===== src/rtl/core/scv_pkg.sv =====
`default_nettype none

package scv_pkg;

   localparam logic [2:0] CMD_CLEAR  = 3'd0;
   localparam logic [2:0] CMD_APPEND = 3'd1;
   localparam logic [2:0] CMD_QUERY  = 3'd2;
   localparam logic [2:0] CMD_VGRAD  = 3'd3;
   localparam logic [2:0] CMD_IGRAD  = 3'd4;

   localparam logic [1:0] ST_OK    = 2'd0;
   localparam logic [1:0] ST_EMPTY = 2'd1;
   localparam logic [1:0] ST_FULL  = 2'd2;

   localparam int unsigned MAX_RESULTS = 32;

   typedef enum logic [2:0] {
      OP_CLEAR,
      OP_APPEND,
      OP_QUERY,
      OP_VGRAD,
      OP_IGRAD,
      OP_NOP
   } op_type;

   typedef struct packed {
      op_type             op;
      logic signed [31:0] knot_x;
      logic signed [31:0] knot_y;
      logic               knot_unknown;
      logic signed [31:0] query_x;
      logic signed [31:0] multiplier;
   } req_type;

   typedef struct packed {
      logic [1:0]         status;
      logic signed [31:0] value;
      logic signed [63:0] integral;
      logic [4:0]         grad_index;
      logic signed [63:0] grad_delta;
      logic               grad_valid;
   } rsp_type;

endpackage

`default_nettype wire


===== src/rtl/core/scv_queue.sv =====
`default_nettype none

module scv_queue
   import scv_pkg::*;
(
   input  wire logic clock,
   input  wire logic reset,
   input  wire logic push_valid,
   output logic      push_ready,
   input  req_type   push_data,
   output logic      pop_valid,
   input  wire logic pop_ready,
   output req_type   pop_data
);

   req_type    entry_ff [2];
   logic       wr_ptr_ff;
   logic       rd_ptr_ff;
   logic [1:0] fill_ff;
   logic       do_push;
   logic       do_pop;

   assign push_ready = (fill_ff != 2'd2);
   assign pop_valid  = (fill_ff != 2'd0);
   assign pop_data   = entry_ff[rd_ptr_ff];
   assign do_push    = push_valid && push_ready;
   assign do_pop     = pop_valid && pop_ready;

   always_ff @(posedge clock) begin
      if (reset) begin
         wr_ptr_ff <= 1'b0;
         rd_ptr_ff <= 1'b0;
         fill_ff   <= 2'd0;
      end else begin
         if (do_push) begin
            wr_ptr_ff <= ~wr_ptr_ff;
         end
         if (do_pop) begin
            rd_ptr_ff <= ~rd_ptr_ff;
         end
         if (do_push && !do_pop) begin
            fill_ff <= fill_ff + 2'd1;
         end else if (do_pop && !do_push) begin
            fill_ff <= fill_ff - 2'd1;
         end
      end
   end

   always_ff @(posedge clock) begin
      if (do_push) begin
         entry_ff[wr_ptr_ff] <= push_data;
      end
   end

endmodule

`default_nettype wire


===== config.mk =====
export PLATFORM = sky130hd
export DESIGN_NAME = scv_queue
export DESIGN_NICKNAME = d
export VERILOG_FILES = /design/src/rtl/core/scv_pkg.sv /design/src/rtl/core/scv_queue.sv
export SDC_FILE = /design/constraint.sdc
export NUM_CORES = 1
export LEC_CHECK = 0
export BUFFER_PORTS_ARGS = -buffer_cell sky130_fd_sc_hd__buf_4
export CAP_MARGIN = 20
export CORE_UTILIZATION = 35
export DETAILED_ROUTE_END_ITERATION = 8
export PLACE_DENSITY = 0.56
export RECOVER_POWER = 25
export SLEW_MARGIN = 40
export SYNTH_ARGS = -nofsm -noshare
export SYNTH_HDL_FRONTEND = slang
export SYNTH_SLANG_ARGS = --single-unit

===== constraint.sdc =====
create_clock -name clock -period 5.55 [get_ports clock]
set_clock_uncertainty 0.2 [all_clocks]
set_input_delay 1.11 -clock clock [delete_from_list [all_inputs] [get_ports clock]]
set_output_delay 1.11 -clock clock [all_outputs]
set_load 0.03 [all_outputs]

# Word-level counts from Yosys, hierarchy flattened

Memories as Yosys holds them, arrays and structs flattened. A register that Yosys moved wholly into a read port is not among the register bits.
Index checks and enable logic that the tools add are counted.

Register bits: 4
RAM bits: 264
Input bits: 136
Output and inout bits: 134
Logic and storage cells: 23
Memories: 1

Memories:

| memory   | words | width | read ports | clocked after memory_dff | wr ports | line            | text |
|---|---|---|---|---|---|---|---|
| entry_ff | 2     | 132   | 1          | 1                        | 1        | scv_queue.sv:16 | `req_type entry_ff [2];` |

Add/subtract/negate cells: 2
Eq/ne operators: 1
Multiplexer cells: 6
Bitwise logic cells: 2
Reductions and logical operators: 8

Operators with widths:

| kind                | number |
|---|---|
| $logic_and 1x1->1   | 4 |
| $mux 1              | 4 |
| $mux 2              | 2 |
| $reduce_bool 2->1   | 2 |
| $add 2x1->2 const B | 1 |
| $logic_not 1->1     | 2 |
| $ne 2x2->1 const B  | 1 |
| $not 1->1           | 2 |
| $sub 2x1->2 const B | 1 |

# Logic depth before layout (Yosys ltp)

Word-level depth: 6
Gate-level depth with buffers: 6
Gate-level depth less buffers: 6

# Worst setup path before layout

OpenSTA, ideal clock, no wires.

Path type: input -> register
From: input push_valid
To: memory entry_ff[1][0] (netlist bit), enable pin
Setup time: 0.508 ns
Arrival time: 4.197 ns
Data required time: 4.842 ns
Path slack: 0.645 ns
Stages: 1
Buffers on the path: 0
Cells stage by stage: and3_1

Word-level cells in the longest chain between the ends: 3

Ends and longest elaborated chain:

| what                         | line            | text |
|---|---|---|
| from (decl)                  | scv_queue.sv:8  | `input wire logic push_valid,` |
| $logic_and 1x1->1            | scv_queue.sv:26 | `assign do_push = push_valid && push_ready;` |
| $mux 1                       | scv_queue.sv:50 | `if (do_push) begin` |
| $mux 1 (not written as such) | scv_queue.sv:51 | `entry_ff[wr_ptr_ff] <= push_data;` |
| to (decl)                    | scv_queue.sv:16 |  |

Every way passes these cells.

==> impl_metrics.ini <==
[place]
place_ws_ns = 2.250
dp_hpwl_um = 13030
portBuffers = 269
place_congestion = 0.6933

[setup_path]
end_kind = output pin
path_buf_inv = 2
r2r_start = fill_ff[0]
crit_type = reg -> out
crit_path_frequent_cell = buf_4
cp_slowest_cell = dfxtp_4
critical_path.cell_chain = buf_4 -> mux2_2 -> buf_4
critPathArrivalTime_ns = 2.51
cpPeakStageDelay_ns = 0.83
cpLargestDelayFamily = flip-flops
path_max_fanout = 48
start_kind = flip-flop
cp.required_ns = 4.24

[clocking]
h-tree-depth = 1
worstSkewPairLatency_ns = 0.53
cts_setup_buffers = 0
cts_made_buffers = 28
cts_buffer_depth = 3
cts_resized = 0
cts_sinks = 269
ctsHoldBuffers = 0
clk_pin_slew_ns = 0.06
root_buffer = clkbuf_16
cts_tree = yes

[route]
via_per_inst = 4.443
dr.pass1.iters = 4
drtIter0Drc = 226
wl_per_cell_um = 17.36
ant_nets = 0
routed_wl_um = 19530
remaining_drc_errors = 0
vias = 4998

[yosys]
synth_cells = 435
yosys.area.top_type = edfxtp_1
synth_top_flop_cell = edfxtp_1
synth_edf_count = 264
synth_area_um2 = 10080
synth_area_leaders = edfxtp_1, mux2_4, mux2_2
synth_top_area_share_pct = 78.66
avgSynthCellArea_um2 = 23.17
yosys-top-cells-count = edfxtp_1, mux2_4, mux2_2, buf_6
synth_warnings = 0
synth_most_common_cell = edfxtp_1
ys_types = 20
synthArstFlopShare_pct = 0
ys_ff_latch = 269
syn_nets = 572
seq_area_frac_synth_pct = 79.65

[sta]
slew_viol_final = 0
setup_slack_ns = 1.728
max_freq_mhz = 261.6
timing.final.crit_period_ns = 3.822
setup_viol = 0
worst_slew_pin_slew_ns = 0.7670
setup_tns_ns = 0
finalHoldViolCount = 0
hold_slack_ns = 0.3164
rsz0062_at_grt = false
slew_headroom_pct = 48.87
post-route-period-util_pct = 68.87

[die]
ios = 270
die_x_um = 171.7
initial_utilization_pct = 35.88
rows = 61
coreArea_um2 = 28090
chipHeight_um = 171.7
die_area_um2 = 29480

[global_route]
antenna_found_initial = 1
grt_max_degree = 111
grt_pass1_wl_um = 28820
grt_use_total_pct = 12.79
grt_pass1_vias = 5306
overflow = 0

[layout]
syn_to_final_growth_pct = 32.64
fin_nets = 861
fin_util_pct = 47.59
fill_cells = 2456
drive_gt1_share_pct = 58.31

[status]
outcome = completed

[min_path]
hold_path.class = reg -> reg
min_from = rd_ptr_ff

[power_and_ir_drop]
powerDensity_nw_per_um2 = 489.0
ir_worst_vdd_mv = 0.3374
power_leakage_nw = 5.029

[run]
cap_viol_max_count = 0
-- power by group --
group          internal [W]  switching [W]  leakage [nW]  total [W]
registers           0.00254       0.000117          2.51    0.00266
clock network       0.00110       0.000716         0.444    0.00182
logic              0.000898        0.00116          2.08    0.00206
total               0.00454        0.00200          5.03    0.00654
-- layer usage --
layer / share of wire [%] / vias up / track usage [%]
li1: - / 2312 / -
met1: 37 / 2459 / 14.34
met2: 50 / 188 / 22.27
met3: 9.7 / 37 / 4.993
met4: 2.5 / 2 / 3.960
met5: 0.087 / - / 0
-- layout make-up --
type	instances	area (um^2)	share of cell area (%)
diodes	1	2.502	0.01872
repair buffers	274	2029	15.18
multi-input cells	150	1911	14.29
flip-flops and latches	269	8031	60.08
clock inverters	9	93.84	0.7020
clock buffers	43	818.3	6.121
well taps	378	473.0	3.538
inverters	1	8.758	0.06552
-- state kept, by name, indices dropped and copies added, names as in the netlist, named ones only --
name / cells
fill_ff: 2
wr_ptr_ff: 1
entry_ff: 264
rd_ptr_ff: 1
-- kinds of logic (layout without fill, tap and decap cells) --
logic type	count (synthesis)	in the layout	synth area share (%)
flops	269	269	79.65
mux	132	132	17.73
buf+inv	16	327	1.440
simple gates	9	9	0.4968
compound gates	5	5	0.2980
xor+xnor	3	3	0.2608
fa+ha+maj	1	1	0.1241
other cells	0	1	0
-- metrics by stage --
stage / area (um^2) / total power [W] / instances
2_1_floorplan: 10080 / 0.004140 / 435
3_3_place_gp: 12510 / 0.004776 / 1072
3_5_place_dp: 12510 / 0.004806 / 1072
4_1_cts: 13420 / 0.006645 / 1124
5_1_grt: 13370 / 0.006807 / 1124
6_report: 13370 / 0.006537 / 1125
-- final timing paths --
path	slack, ns	depth (start not counted)	end
worst max register to register	2.99	4	entry_ff[0][93]
worst min-delay path	0.32	2	rd_ptr_ff
worst max-delay path	1.73	3	pop_data[27]
worst min register to register	0.32	2	rd_ptr_ff
-- worst min-delay path: stages, from the launching register on --
cell	delay (ns)
dfxtp_1	0.33
xor2_1	0.08
nor2_1	0.07
-- placed cells by master (no fill, tap or decap), drive strengths merged --
cell | netlist | final
xor2 | 3 | 3
bufinv | 0 | 2
o21ai | 2 | 2
nand3b | 1 | 1
inv | 1 | 1
a21oi | 2 | 2
diode | 0 | 1
edfxtp | 264 | 264
or2 | 1 | 1
clkbuf | 0 | 130
dfxtp | 5 | 5
and2 | 1 | 1
or3 | 1 | 1
mux2 | 132 | 132
clkinv | 0 | 7
ha | 1 | 1
nor2 | 3 | 3
a21bo | 1 | 1
and3 | 1 | 1
nand2b | 1 | 1
buf | 15 | 187
No activity file was read; power rests on OpenSTA's default activity.
